`config.mk`:
```
export PLATFORM = sky130hd
export DESIGN_NAME = cba_ctrl
export DESIGN_NICKNAME = d
export VERILOG_FILES = /design/src/hdl/cba_pkg.sv /design/src/hdl/cba_ctrl.sv
export SDC_FILE = /design/constraint.sdc
export NUM_CORES = 1
export LEC_CHECK = 0
export BUFFER_PORTS_ARGS = -buffer_cell sky130_fd_sc_hd__clkbuf_2
export CAP_MARGIN = 15
export CORE_AREA = 2 2 39 41
export DETAILED_ROUTE_END_ITERATION = 12
export DIE_AREA = 0 0 41 43
export GPL_ROUTABILITY_DRIVEN = 0
export SYNTH_ARGS = -nofsm -noshare
export SYNTH_HDL_FRONTEND = slang
export SYNTH_SLANG_ARGS = --single-unit
```
`constraint.sdc`:
```
create_clock -name clk -period 1.2 [get_ports clk]
set_input_delay 0.24 -clock clk [delete_from_list [all_inputs] [get_ports clk]]
set_output_delay 0.24 -clock clk [all_outputs]
set_load 0.02 [all_outputs]
```
`src/hdl/cba_pkg.sv`:
```
// Shared types and constants for the cluster bitmap allocator.
// Used by every file in hdl/ except cba_ram; depends on nothing.
`default_nettype none
package cba_pkg;

  localparam int MAP_BITS     = 65536;
  localparam int WORD_BITS    = 64;
  localparam int MAP_WORDS    = MAP_BITS / WORD_BITS;
  localparam int CL_W         = 17;                        // cluster / count fields
  localparam int IDX_W        = $clog2(MAP_BITS);          // bit index in the map
  localparam int BI_W         = $clog2(WORD_BITS);         // bit within a word
  localparam int WA_W         = $clog2(MAP_WORDS);         // word address
  localparam int CNT_W        = $clog2(WORD_BITS) + 1;     // 0..WORD_BITS

  localparam logic [CL_W-1:0] CLUSTER_CAP = CL_W'(MAP_BITS + 1);
  localparam logic [CL_W-1:0] FIRST_CL    = CL_W'(2);
  localparam logic [CL_W-1:0] CNT_SAT     = {CL_W{1'b1}};

  // register indexes on the config port
  localparam logic CFG_END_CL      = 1'b0;
  localparam logic CFG_SECTOR_LOG2 = 1'b1;

  typedef enum logic [2:0] {
    FN_CLAIM   = 3'd0,
    FN_RELEASE = 3'd1,
    FN_READ    = 3'd2,
    FN_FIND    = 3'd3,
    FN_SCAN    = 3'd4
  } func_t;

  typedef struct packed {
    logic [CL_W-1:0] end_cl;
    logic [3:0]      sector_log2;
  } cfg_t;

  typedef struct packed {
    logic [2:0]      func;
    logic [CL_W-1:0] cluster;
    logic [CL_W-1:0] count;
    logic [CL_W-1:0] end_cluster;
    logic [CL_W-1:0] min_count;
    logic [CL_W-1:0] max_count;
  } in_item_t;

  typedef struct packed {
    logic            status;
    logic            bit_value;
    logic [CL_W-1:0] run_length;
    logic [CL_W-1:0] first_cluster;
    logic [CL_W-1:0] free_clusters;
  } out_item_t;

  // controller -> datapath
  typedef struct packed {
    logic load;
    logic decode;
    logic clr_wr;
    logic fill_rd;
    logic fill_wr;
    logic ch_start;
    logic seg;
    logic ch_end;
    logic finish;
  } cmd_t;

  // datapath -> controller
  typedef struct packed {
    logic go_fill;
    logic go_walk;
    logic clr_last;
    logic fill_last;
    logic loop_ok;
    logic seg_done;
    logic brk;
  } sts_t;

endpackage
`default_nettype wire

```
`src/hdl/cba_ctrl.sv`:
```
// Sequencer for the allocator: steps clear, fill and run-walk phases.
// Depends on cba_pkg (cmd_t, sts_t).
`default_nettype none
module cba_ctrl (
  input  wire logic          clk,
  input  wire logic          rst_n,
  input  wire logic          in_valid,
  output      logic          in_ready,
  output      logic          out_valid,
  input  wire logic          out_ready,
  input  wire cba_pkg::sts_t sts,
  output      cba_pkg::cmd_t cmd
);

  typedef enum logic [2:0] {
    S_CLEAR, S_IDLE, S_DECODE, S_FILL_RD, S_FILL_WR, S_CH_START, S_CH_SEG, S_CH_END
  } state_t;

  state_t state_r, state_nxt;
  logic   out_valid_r, out_valid_nxt;
  logic   fin_pend_r, fin_pend_nxt;   // result computed path waiting for output slot

  always_comb begin
    state_nxt     = state_r;
    fin_pend_nxt  = fin_pend_r;
    out_valid_nxt = out_valid_r;
    cmd           = '0;
    if (out_valid_r && out_ready) begin
      out_valid_nxt = 1'b0;
    end
    if (fin_pend_r && (!out_valid_r || out_ready)) begin
      cmd.finish    = 1'b1;
      out_valid_nxt = 1'b1;
      fin_pend_nxt  = 1'b0;
    end
    unique case (state_r)
      S_CLEAR: begin
        cmd.clr_wr = 1'b1;
        if (sts.clr_last) state_nxt = S_IDLE;
      end
      S_IDLE: begin
        if (in_valid && !fin_pend_r) begin
          cmd.load  = 1'b1;
          state_nxt = S_DECODE;
        end
      end
      S_DECODE: begin
        cmd.decode = 1'b1;
        priority if (sts.go_fill) state_nxt = S_FILL_RD;
        else if (sts.go_walk)     state_nxt = S_CH_START;
        else begin
          fin_pend_nxt = 1'b1;
          state_nxt    = S_IDLE;
        end
      end
      S_FILL_RD: begin
        cmd.fill_rd = 1'b1;
        state_nxt   = S_FILL_WR;
      end
      S_FILL_WR: begin
        cmd.fill_wr = 1'b1;
        if (sts.fill_last) begin
          fin_pend_nxt = 1'b1;
          state_nxt    = S_IDLE;
        end else begin
          state_nxt = S_FILL_RD;
        end
      end
      S_CH_START: begin
        if (sts.loop_ok) begin
          cmd.ch_start = 1'b1;
          state_nxt    = S_CH_SEG;
        end else begin
          fin_pend_nxt = 1'b1;
          state_nxt    = S_IDLE;
        end
      end
      S_CH_SEG: begin
        cmd.seg = 1'b1;
        if (sts.seg_done) state_nxt = S_CH_END;
      end
      S_CH_END: begin
        cmd.ch_end = 1'b1;
        if (sts.brk) begin
          fin_pend_nxt = 1'b1;
          state_nxt    = S_IDLE;
        end else begin
          state_nxt = S_CH_START;
        end
      end
      default: state_nxt = S_IDLE;
    endcase
  end

  always_ff @(posedge clk) begin
    if (!rst_n) begin
      state_r     <= S_CLEAR;
      out_valid_r <= 1'b0;
      fin_pend_r  <= 1'b0;
    end else begin
      state_r     <= state_nxt;
      out_valid_r <= out_valid_nxt;
      fin_pend_r  <= fin_pend_nxt;
    end
  end

  assign in_ready  = (state_r == S_IDLE) && !fin_pend_r;
  assign out_valid = out_valid_r;

endmodule
`default_nettype wire

```
==> reports/metrics.cfg <==
[route]
drc_errors = 0
wl_per_cell_um = 14.8
drt-pass1-iter-count = 4
routed_wl_mm = 1.60
drt-initial-drc-count = 3
drtAntennaViolNets = 0
viasPerCell = 4.99
via_count = 539

[global_routing]
grt-ovfl-total = 0
antenna_found_initial = 0
track_usage_pct = 16.3
grt_pass1_vias = 502
grt_first_pass_wirelength_mm = 1.97
grt_max_degree = 11

[finish]
final_common_cell = buf_4
layout_common_cells = 14 x buf_4, 11 x clkbuf_2, 9 x buf_6
layout-drive-gt1-share_pct = 69.6
design_area_um2 = 880
area_delta_synth_final_pct = 120
fin_nets = 104
antenna_cells = 0

[critical_path]
cp-start-kind = register
crit_type = reg2out
worst_ep_required_time_ps = 960
crit_path_end_kind = output pin
crit_arrival_ps = 1180
cp_max_fo = 5

[cts]
cts_tree = yes
clk_latency_ps = 240
root_buffer = clkbuf_4
clkTransAtPathRegs_ps = 50
cts_sinks = 5
cts_buffers = 3
htreeDepth = 1
clk_path_buf_depth = 2

[power]
ir_drop_v = 0.000745
power.switching_w = 0.000400
p_int_w = 0.000693
power.clock.fraction_pct = 17.8
seqPwrFrac_pct = 21.3
p_leak_nw = 0.408
total_power_w = 0.00109
powerDensity_nw_per_um2 = 1240
p_sw_share_pct = 36.6
combPwrFrac_pct = 61.0

[die]
coreArea_um2 = 1380
io_pins = 22
start_util_pct = 28.9
die-area_um2 = 1760
dieHeight_um = 43
rows = 14
die-width_um = 41

[synthesis]
synth_nets = 62
yosys.area.top_type = dfxtp_1
synth_cell_types = 29
async_flop_share_pct = 0
synthCells = 51
synthFlopType = dfxtp_1
syn_area_per_cell_um2 = 7.85
ys_top_cells_by_area = dfxtp_1 25%, nor2b_1 7.8%, and3_1 6.3%, nor4_4 5.3%, inv_1 4.7%
yosys.area.top_type_share_pct = 25.0
yosysSeqAreaShare_pct = 25.0
synth_edf_count = 0
syn_area_um2 = 400
ys_seq_elements = 5
yosys_warnings = 0

[place]
pre_cts_ws_ps = -64.3
io_buffers = 21
dp_hpwl_um = 864
place_area_um2 = 596

[status]
violations = setup timing
status = finished with violations

[flow_run]
maxCapViolCount = 0

[timing]
skew_ps = 3.08
hold_slack_ps = 255
setup_viol = 14
layout_setup_ws_ps = -222
worstMarginPinSlew_ps = 238
tns_ps = -1720
slew_violations = 0
finalCritPeriodShare_pct = 118
relSlewSlack_pct = 84.0
min_period_ps = 1420
finalHoldViolCount = 0
clock.fmax_ghz = 0.703
rsz0062_at_grt = true

[hold_path]
hold_path.class = in2reg

[timing repair]
item / 4_1_cts / 5_1_grt
hold buffers: 0 / 0
endpoints found under the setup margin: 13 / 13
gates resized for setup: 28 / 26
buffers inserted: 4 / 7
pin swaps: 8 / 8
[logic make-up after synthesis]
group	count (synthesis)	share of synthesized area [%]
buffers and inverters	9	10.3
and+or+nand+nor	24	40.9
DFF	5	25.0
AOI/OAI and AO/OA	13	23.8
[power by group through the flow]
stage | clock, W | sequential [W] | combinational (W)
floorplan | 0 | 0.000224 | 0.000261
global placement | 0 | 0.000238 | 0.000423
detailed placement | 0 | 0.000241 | 0.000424
finish | 0.000194 | 0.000232 | 0.000666
CTS | 0.000198 | 0.000232 | 0.000526
global route | 0.000218 | 0.000236 | 0.000716
[area by class of cell]
cell class / count / area (um2)
Sequential cell: 5 / 111
Tap cell: 16 / 20.0
Clock buffer: 3 / 22.5
Inverter: 5 / 22.5
Multi-Input combinational cell: 37 / 328
Clock inverter: 1 / 5.00
Timing Repair Buffer: 41 / 370
Fill cell: 116 / 504
[metal layers]
layer	vias up	part of all wire, %	track usage (%)
met3	0	4.9	5.24
met4	0	0	2.00
li1	270	-	-
met1	251	38	18.4
met5	-	0	0
met2	18	57	28.7
[metrics by stage]
step	std cells	util, %
after global placement	94	43.0
after detailed placement	94	43.0
after CTS	102	54.9
final	108	63.6
after global routing	108	63.6
after floorplan	51	-
[flip-flops by register name, summed over array words and instances, names as in the netlist]
signal      flops
state_r         3
fin_pend_r      1
out_valid       1
[cells in the mapped netlist (2+ instances only)]
cell	count
o21ai_1	3
inv_1	5
nor3_1	2
buf_2	3
and3_1	4
nor2b_1	5
nor2_1	3
dfxtp_1	5
[critical path: stages (launching register included)]
cell,delay [ps]
dfxtp_4,360
nor4_4,280
and2_4,190
buf_8,100
[final timing paths]
path | startpoint | to | slack [ps] | depth (start not counted)
hold reg to reg | fin_pend_r | out_valid | 550 | 2
setup / recovery | state_r[1] | cmd[8] | -220 | 3
hold / removal | rst_n | state_r[2] | 260 | 2
setup reg to reg | state_r[0] | fin_pend_r | -110 | 5
Note: power is estimated with default switching activity, not from simulation.
