==> src/hdl/cba_pkg.sv <==
// Shared types and constants for the cluster bitmap allocator.
// Used by every file in hdl/ except cba_ram; depends on nothing.
`default_nettype none
package cba_pkg;

  localparam int MAP_BITS     = 65536;
  localparam int WORD_BITS    = 64;
  localparam int MAP_WORDS    = MAP_BITS / WORD_BITS;
  localparam int CL_W         = 17;                        // cluster / count fields
  localparam int IDX_W        = $clog2(MAP_BITS);          // bit index in the map
  localparam int BI_W         = $clog2(WORD_BITS);         // bit within a word
  localparam int WA_W         = $clog2(MAP_WORDS);         // word address
  localparam int CNT_W        = $clog2(WORD_BITS) + 1;     // 0..WORD_BITS

  localparam logic [CL_W-1:0] CLUSTER_CAP = CL_W'(MAP_BITS + 1);
  localparam logic [CL_W-1:0] FIRST_CL    = CL_W'(2);
  localparam logic [CL_W-1:0] CNT_SAT     = {CL_W{1'b1}};

  // register indexes on the config port
  localparam logic CFG_END_CL      = 1'b0;
  localparam logic CFG_SECTOR_LOG2 = 1'b1;

  typedef enum logic [2:0] {
    FN_CLAIM   = 3'd0,
    FN_RELEASE = 3'd1,
    FN_READ    = 3'd2,
    FN_FIND    = 3'd3,
    FN_SCAN    = 3'd4
  } func_t;

  typedef struct packed {
    logic [CL_W-1:0] end_cl;
    logic [3:0]      sector_log2;
  } cfg_t;

  typedef struct packed {
    logic [2:0]      func;
    logic [CL_W-1:0] cluster;
    logic [CL_W-1:0] count;
    logic [CL_W-1:0] end_cluster;
    logic [CL_W-1:0] min_count;
    logic [CL_W-1:0] max_count;
  } in_item_t;

  typedef struct packed {
    logic            status;
    logic            bit_value;
    logic [CL_W-1:0] run_length;
    logic [CL_W-1:0] first_cluster;
    logic [CL_W-1:0] free_clusters;
  } out_item_t;

  // controller -> datapath
  typedef struct packed {
    logic load;
    logic decode;
    logic clr_wr;
    logic fill_rd;
    logic fill_wr;
    logic ch_start;
    logic seg;
    logic ch_end;
    logic finish;
  } cmd_t;

  // datapath -> controller
  typedef struct packed {
    logic go_fill;
    logic go_walk;
    logic clr_last;
    logic fill_last;
    logic loop_ok;
    logic seg_done;
    logic brk;
  } sts_t;

endpackage
`default_nettype wire

==> src/hdl/cba_dp.sv <==
// Datapath: request registers, free count, run walker, fill masks, result register.
// Depends on cba_pkg; drives the bitmap RAM ports.
`default_nettype none
module cba_dp (
  input  wire logic                             clk,
  input  wire logic                             rst_n,
  input  wire cba_pkg::cfg_t                    cfg,
  input  wire cba_pkg::in_item_t                in_item,
  input  wire cba_pkg::cmd_t                    cmd,
  output      cba_pkg::sts_t                    sts,
  output      logic                             ram_we,
  output      logic [cba_pkg::WA_W-1:0]         ram_waddr,
  output      logic [cba_pkg::WORD_BITS-1:0]    ram_wdata,
  output      logic                             ram_re,
  output      logic [cba_pkg::WA_W-1:0]         ram_raddr,
  input  wire logic [cba_pkg::WORD_BITS-1:0]    ram_rdata,
  output      cba_pkg::out_item_t               out_item
);

  localparam int CL_W  = cba_pkg::CL_W;
  localparam int IDX_W = cba_pkg::IDX_W;
  localparam int BI_W  = cba_pkg::BI_W;
  localparam int WA_W  = cba_pkg::WA_W;
  localparam int WB    = cba_pkg::WORD_BITS;
  localparam int CNT_W = cba_pkg::CNT_W;

  // trailing ones of a word
  function automatic logic [CNT_W-1:0] tr_ones(input logic [WB-1:0] x);
    logic [CNT_W-1:0] n;
    n = CNT_W'(WB);
    for (int k = WB - 1; k >= 0; k--) begin
      if (!x[k]) n = CNT_W'(k);
    end
    return n;
  endfunction

  // request
  logic [2:0]      func_r;
  logic [CL_W-1:0] c_r, n_r, endp_r, minc_r, maxc_r;
  // state
  logic [CL_W-1:0] kf_r;
  logic [WA_W-1:0] w_r;
  // walker
  logic [CL_W-1:0]  cur_r, pos_r, stop_r, rlen_r;
  logic [IDX_W-1:0] i0_r;
  logic             v_r, first_r, st_r;
  // find / scan accumulators
  logic [CL_W-1:0] ff_r, fc_r, start_r, cnt_r, total_r, best_r, bests_r;
  cba_pkg::out_item_t out_r;

  logic is_claim, is_rel, is_read, is_find, is_scan;
  assign is_claim = func_r == cba_pkg::FN_CLAIM;
  assign is_rel   = func_r == cba_pkg::FN_RELEASE;
  assign is_read  = func_r == cba_pkg::FN_READ;
  assign is_find  = func_r == cba_pkg::FN_FIND;
  assign is_scan  = func_r == cba_pkg::FN_SCAN;

  logic [CL_W-1:0] lim;
  assign lim = (cfg.end_cl > cba_pkg::CLUSTER_CAP) ? cba_pkg::CLUSTER_CAP
                                                   : cfg.end_cl;

  // range checks and fill bounds
  logic [CL_W:0]    sum_cn, hi_full;
  logic [CL_W-1:0]  lo_full;
  logic [IDX_W-1:0] lo_idx, hi_idx;
  logic             in_rng, rd_ok;
  assign sum_cn  = {1'b0, c_r} + {1'b0, n_r};
  assign in_rng  = (c_r >= cba_pkg::FIRST_CL) && (sum_cn <= ({1'b0, lim} + (CL_W+1)'(1)));
  assign rd_ok   = (c_r >= cba_pkg::FIRST_CL) && (c_r <= lim);
  assign lo_full = c_r - cba_pkg::FIRST_CL;
  assign hi_full = sum_cn - (CL_W+1)'(3);
  assign lo_idx  = lo_full[IDX_W-1:0];
  assign hi_idx  = hi_full[IDX_W-1:0];

  logic [CL_W-1:0] kf_sub, kf_add;
  logic [CL_W:0]   kf_add_w;
  assign kf_sub   = (kf_r >= n_r) ? (kf_r - n_r) : '0;
  assign kf_add_w = {1'b0, kf_r} + {1'b0, n_r};
  assign kf_add   = kf_add_w[CL_W] ? cba_pkg::CNT_SAT : kf_add_w[CL_W-1:0];

  // fill mask
  logic [WB-1:0] m_lo, m_hi, fmask, fill_word;
  assign m_lo      = (w_r == lo_idx[IDX_W-1:BI_W]) ? ({WB{1'b1}} << lo_idx[BI_W-1:0])
                                                   : {WB{1'b1}};
  assign m_hi      = (w_r == hi_idx[IDX_W-1:BI_W])
                     ? ({WB{1'b1}} >> (BI_W'(WB - 1) - hi_idx[BI_W-1:0])) : {WB{1'b1}};
  assign fmask     = m_lo & m_hi;
  assign fill_word = is_claim ? (ram_rdata | fmask) : (ram_rdata & ~fmask);

  // chunk start: sector end and limit bound the run
  logic [CL_W-1:0]  cur_i, lm1, ch_stop;
  logic [IDX_W-1:0] i16;
  logic [CL_W+1:0]  smask, send;
  assign cur_i   = cur_r - cba_pkg::FIRST_CL;
  assign i16     = cur_i[IDX_W-1:0];
  assign smask   = ((CL_W+2)'(1) << (5'd3 + {1'b0, cfg.sector_log2})) - (CL_W+2)'(1);
  assign send    = ({2'b0, cur_i} | smask) + (CL_W+2)'(1);
  assign lm1     = lim - CL_W'(1);
  assign ch_stop = (send > {2'b0, lm1}) ? lm1 : send[CL_W-1:0];

  // segment step within one word
  logic [BI_W-1:0]  bp;
  logic             vv;
  logic [WB-1:0]    sh;
  logic [CNT_W-1:0] eq, room;
  logic [CL_W-1:0]  rem, seg, newpos;
  logic             seg_done;
  assign bp       = pos_r[BI_W-1:0];
  assign vv       = first_r ? ram_rdata[bp] : v_r;
  assign sh       = (vv ? ram_rdata : ~ram_rdata) >> bp;
  assign eq       = tr_ones(sh);
  assign room     = CNT_W'(WB) - {1'b0, bp};
  assign rem      = stop_r - pos_r;
  assign seg      = (rem < CL_W'(eq)) ? rem : CL_W'(eq);
  assign newpos   = pos_r + seg;
  assign seg_done = (eq < room) || (newpos == stop_r);

  // find update at the end of a chunk
  logic [CL_W:0]   ffc;
  logic            cont, found, over;
  logic [CL_W-1:0] fcn, ffn, fcc, ff_f, fc_f;
  assign ffc   = {1'b0, ff_r} + {1'b0, fc_r};
  assign cont  = (ff_r != '0) && (ffc == {1'b0, cur_r});
  assign fcn   = cont ? (fc_r + rlen_r) : rlen_r;
  assign ffn   = cont ? ff_r : cur_r;
  assign found = fcn > minc_r;
  assign fcc   = (fcn > maxc_r) ? maxc_r : fcn;
  assign over  = ({1'b0, ffn} + {1'b0, fcc}) > ({1'b0, endp_r} + (CL_W+1)'(1));
  always_comb begin
    ff_f = ffn;
    fc_f = fcc;
    if (over) begin
      if (ffn > endp_r) ff_f = '0;
      else              fc_f = endp_r - ffn + CL_W'(1);
    end
  end

  // scan close-out
  logic [CL_W-1:0] tot_fin, bst_fin, bsts_fin;
  logic            open_run;
  assign open_run = start_r != '0;
  assign tot_fin  = open_run ? (total_r + cnt_r) : total_r;
  assign bst_fin  = (open_run && cnt_r > best_r) ? cnt_r : best_r;
  assign bsts_fin = (open_run && cnt_r > best_r) ? start_r : bests_r;

  // status
  always_comb begin
    sts           = '0;
    sts.go_fill   = (is_claim || is_rel) && in_rng && (n_r != '0);
    sts.go_walk   = (is_read && rd_ok) || is_find || is_scan;
    sts.clr_last  = w_r == WA_W'(cba_pkg::MAP_WORDS - 1);
    sts.fill_last = w_r == hi_idx[IDX_W-1:BI_W];
    sts.loop_ok   = is_read || (is_find && cur_r <= endp_r && cur_r <= lim)
                  || (is_scan && cur_r <= lim);
    sts.seg_done  = seg_done;
    sts.brk       = is_read || (is_find && !v_r && found);
  end

  // RAM ports
  always_comb begin
    ram_we    = cmd.clr_wr || cmd.fill_wr;
    ram_waddr = w_r;
    ram_wdata = cmd.fill_wr ? fill_word : '0;
    ram_re    = cmd.fill_rd || cmd.ch_start || (cmd.seg && !seg_done);
    priority if (cmd.fill_rd) ram_raddr = w_r;
    else if (cmd.ch_start)    ram_raddr = i16[IDX_W-1:BI_W];
    else                      ram_raddr = newpos[IDX_W-1:BI_W];
  end

  // control-side state
  always_ff @(posedge clk) begin
    if (!rst_n) begin
      kf_r <= '0;
      w_r  <= '0;
    end else begin
      if (cmd.clr_wr) w_r <= w_r + WA_W'(1);
      if (cmd.decode) begin
        w_r <= lo_idx[IDX_W-1:BI_W];
        if (is_claim && in_rng) kf_r <= kf_sub;
        if (is_rel && in_rng)   kf_r <= kf_add;
      end
      if (cmd.fill_wr) w_r <= w_r + WA_W'(1);
      if (cmd.finish && is_scan) kf_r <= tot_fin;
    end
  end

  // payload registers
  always_ff @(posedge clk) begin
    if (cmd.load) begin
      func_r <= in_item.func;
      c_r    <= in_item.cluster;
      n_r    <= in_item.count;
      endp_r <= in_item.end_cluster;
      minc_r <= in_item.min_count;
      maxc_r <= in_item.max_count;
    end
    if (cmd.decode) begin
      st_r    <= (is_rel && !in_rng) || (is_read && !rd_ok);
      cur_r   <= is_scan ? cba_pkg::FIRST_CL
               : (is_find && c_r < cba_pkg::FIRST_CL) ? cba_pkg::FIRST_CL : c_r;
      ff_r    <= '0;
      fc_r    <= '0;
      start_r <= '0;
      cnt_r   <= '0;
      total_r <= '0;
      best_r  <= '0;
      bests_r <= '0;
      rlen_r  <= '0;
      v_r     <= 1'b0;
    end
    if (cmd.ch_start) begin
      pos_r   <= {1'b0, i16};
      i0_r    <= i16;
      stop_r  <= ch_stop;
      first_r <= 1'b1;
    end
    if (cmd.seg) begin
      pos_r   <= newpos;
      v_r     <= vv;
      first_r <= 1'b0;
      if (seg_done) rlen_r <= newpos - {1'b0, i0_r};
    end
    if (cmd.ch_end) begin
      cur_r <= cur_r + rlen_r;
      if (is_find) begin
        if (v_r) begin
          ff_r <= '0;
          fc_r <= '0;
        end else if (found) begin
          ff_r <= ff_f;
          fc_r <= fc_f;
        end else begin
          ff_r <= ffn;
          fc_r <= fcn;
        end
      end
      if (is_scan) begin
        if (!v_r) begin
          if (!open_run) begin
            start_r <= cur_r;
            cnt_r   <= rlen_r;
          end else begin
            cnt_r <= cnt_r + rlen_r;
          end
        end else if (open_run) begin
          total_r <= total_r + cnt_r;
          if (cnt_r > best_r) begin
            best_r  <= cnt_r;
            bests_r <= start_r;
          end
          start_r <= '0;
        end
      end
    end
    if (cmd.finish) begin
      out_r.status        <= st_r;
      out_r.bit_value     <= is_read && !st_r && v_r;
      out_r.run_length    <= (is_read && !st_r) ? rlen_r
                           : is_find ? fc_r : is_scan ? bst_fin : '0;
      out_r.first_cluster <= is_find ? ff_r : is_scan ? bsts_fin : '0;
      out_r.free_clusters <= is_scan ? tot_fin : kf_r;
    end
  end

  assign out_item = out_r;

endmodule
`default_nettype wire

==> config.mk <==
export PLATFORM = sky130hd
export DESIGN_NAME = cba_dp
export DESIGN_NICKNAME = d
export VERILOG_FILES = /design/src/hdl/cba_pkg.sv /design/src/hdl/cba_dp.sv
export SDC_FILE = /design/constraint.sdc
export NUM_CORES = 2
export LEC_CHECK = 0
export BUFFER_PORTS_ARGS = -buffer_cell sky130_fd_sc_hd__buf_2
export CAP_MARGIN = 20
export CORE_MARGIN = 2
export CORE_UTILIZATION = 40
export DETAILED_ROUTE_END_ITERATION = 6
export SYNTH_ARGS = -nofsm -noshare
export SYNTH_HDL_FRONTEND = slang
export SYNTH_SLANG_ARGS = --single-unit
==> constraint.sdc <==
create_clock -name clk -period 18.1 [get_ports clk]
set_clock_uncertainty 0.05 [all_clocks]
set_input_delay 0.905 -clock clk [delete_from_list [all_inputs] [get_ports clk]]
set_output_delay 0.905 -clock clk [all_outputs]
set_load 0.01 [all_outputs]
==> flow_summary.yaml <==
outcome:
  outcome: "complete, no violations"
global_route:
  grt_first_pass_wirelength_um: 236000
  grt-ovfl-total: 0
  grt_max_degree: 72
  grt_pass1_vias: 36973
  antenna_found_initial: 17
  grt.total_usage: 0.297
place:
  dp_hpwl_um: 126000
  place_ws_ns: 4.53
  port_buffers: 329
  gp_congestion: 1.05
power:
  powerDensity_nw_per_um2: 182
  p_clk_frac: 0.117
  cellLeakagePower_nw: 19.5
  p_int_mw: 3.94
  finalPower_mw: 8.26
  power_frac_comb: 0.727
  swShare: 0.523
  irDropWorstVdd_uv: 108
  power.switching_mw: 4.32
  seqPwrFrac: 0.157
yosys:
  ys_ff_latch: 374
  netlist.area_leader.share: 0.154
  synth_top_family_by_area: "compound AO/OA/AOI/OAI gates"
  synth_compound_area_frac: 0.218
  yosys.area.top_type: "edfxtp_1"
  syn_area_um2: 40800
  syn_inst: 4952
  synthFlopType: "edfxtp_1"
  synth-adder-area-share: 0.138
  postSynthAreaPerCell_um2: 8.24
  ys_seq_area_frac: 0.235
  synth_area_leaders: "edfxtp_1 (15%), ha_1 (13%), dfxtp_1 (8.0%)"
  synth_edf_count: 210
  synthSimpleGateAreaFrac: 0.173
  synth_cell_types: 105
  synth_mux_area_frac: 0.103
  async_flop_share: 0
  yosysWarnings: 0
  synth_xor_area_frac: 0.0718
sta:
  max_slew_margin: 0.239
  hold_ws_ns: 0.396
  finalCritPeriodShare: 0.794
  setup_slack_ns: 3.74
  rsz0062_at_grt: "no"
  fin_crit_ns: 14.36
  report.final.setup_viol: 0
  hold_violations: 0
  drv_slew: 0
  worstMarginPinSlew_ns: 1.11
  fmax_ghz: 0.0696
  setup_tns_ns: 0
worst_setup_path:
  critPathKind: "register to output pin"
  critical-path-max-stage-delay_ns: 0.80
  start_kind: "register"
  path_max_fanout: 48
  r2r_cells: 45
  end_kind: "output pin"
  crit_arrival_ns: 13.41
  cpMostUsedCell: "o21ai_0"
  critical-path-top-delay-family: "compound AO/OA/AOI/OAI gates"
  rr_startpoint: "pos_r[0]"
  rrSetupSlack_ns: 4.50
  required_ns: 17.15
  slowest_stage: "a211oi_1"
  crit_buf_inv: 3
  r2r_end: "rlen_r[5]"
cells_and_area:
  fin_nets: 5802
  largest_register_ffs: 53
  final_common_cell: "nand2_1"
  mostFrequentLayoutCells: "nand2_1 (442), ha_1 (427), o21ai_0 (396)"
  area_growth_pct: 11.2
  final_util: 0.447
  drive_gt1_frac: 0.130
route:
  drt_first_pass_iters: 6
  via_count: 39808
  routed_via_density: 6.04
  drtIter0Drc: 4452
  ant_nets: 0
  drc: 0
  avgRoutedWirePerCell_um: 24.4
  wl_um: 161000
clock_network:
  tritoncts: "built"
  cts_hold_buf: 0
  clockBufferDepth: 3
  h-tree-depth: 2
  numClockSinks: 374
  cts_made_buffers: 45
  worstSkewPairLatency_ns: 0.63
  postCtsSetupBuffers: 0
  clk_pin_slew_ns: 0.07
  ctsResizeCount: 0
  cts_root_buffer: "clkbuf_16"
die:
  coreArea_um2: 101000
  io_pins: 330
  initial_utilization: 0.402
  rows: 117
  die_x_um: 323
  die-area_um2: 105000
  die-height_um: 323
worst_hold_path:
  whs_path_depth: 1
  min_from: "in_item[47]"
  hold_class: "input pin to register"
  min_to: "endp_r[13]"
flow_run:
  max-cap-violations: 0
==> synthesized netlist by cell type (35+ instances only) <==
library cell	count
nand2_1	445
mux4_2	65
mux2_2	68
o21ai_0	396
nand3b_1	48
a21o_1	94
nand3_1	107
a22o_1	68
clkbuf_1	174
edfxtp_1	210
inv_1	387
mux2i_1	196
nor2_1	368
a21boi_0	36
nand4_1	55
xor2_1	83
nor2b_1	82
o21a_1	48
or3_1	41
a221oi_1	35
o21bai_1	54
nand2b_1	49
xnor2_1	242
nor3_1	99
nor4_1	51
dfxtp_1	164
ha_1	427
a21oi_1	328
==> stage by stage <==
| stage | cells | instance area [um^2] |
|---|---|---|
| 6_report | 6593 | 45400 |
| 5_1_grt | 6587 | 45400 |
| 4_1_cts | 6579 | 45300 |
| 3_5_place_dp | 6496 | 43800 |
| 3_3_place_gp | 6494 | 43800 |
| 2_1_floorplan | 4964 | 40900 |
==> how the worst max path moves through the flow <==
stage | start | end | slack, ns | cells after the start
floorplan | fc_r[1] | fc_r[14] | 6.33 | 58
global placement | pos_r[2] | ram_re | 4.65 | 44
detailed placement | pos_r[0] | ram_re | 4.53 | 46
CTS | pos_r[0] | ram_re | 3.84 | 46
global route | pos_r[0] | ram_re | 2.74 | 46
finish | pos_r[0] | ram_re | 3.74 | 44
==> layout make-up <==
cell class | instances | area [um^2]
antenna | 12 | 30.0
clock buffer | 61 | 1260
clock inverter | 22 | 284
sequential | 374 | 9590
tap | 1368 | 1710
timing repair buffer | 403 | 2220
inverter | 392 | 1470
multi-input combinational | 3961 | 28800
fill | 10216 | 56100
==> worst reg2reg max path: cells and delay by family (launching register included) <==
kind	cells	cell delay [ns]
AOI/OAI and AO/OA	25	6.59
and+or+nand+nor	12	3.45
buffers and inverters	2	1.17
muxes	2	0.88
DFF	1	0.56
adders and majority gates	2	0.51
xor gates and xnor gates	2	0.30
==> power groups by stage <==
| stage | registers [mW] | clock network (mW) | logic (mW) |
|---|---|---|---|
| floorplan | 1.20 | 0 | 4.26 |
| global placement | 1.31 | 0 | 5.80 |
| detailed placement | 1.31 | 0 | 5.82 |
| CTS | 1.29 | 0.981 | 5.86 |
| global route | 1.31 | 1.01 | 6.48 |
| finish | 1.30 | 0.963 | 6.00 |
==> per-layer routing <==
layer | up-vias | part of all wire | wire (um) | GRT usage
li1 | 18513 | - | - | -
met1 | 19235 | 0.43 | 69600 | 0.411
met2 | 1747 | 0.44 | 71300 | 0.464
met3 | 307 | 0.087 | 14000 | 0.0521
met4 | 6 | 0.037 | 6000 | 0.0992
met5 | - | 0.00021 | 34 | 0
==> logic make-up (layout without fill, tap and decap cells) <==
family / count (synthesis) / in the layout
adder cells (fa/ha/maj): 441 / 441
flip-flops: 374 / 374
AO/OA/AOI/OAI: 1375 / 1375
buffers and inverters: 629 / 878
XOR/XNOR: 329 / 329
multiplexers: 330 / 330
AND/OR/NAND/NOR: 1472 / 1472
other: 2 / 26
No activity file was read; power rests on OpenSTA's default activity.
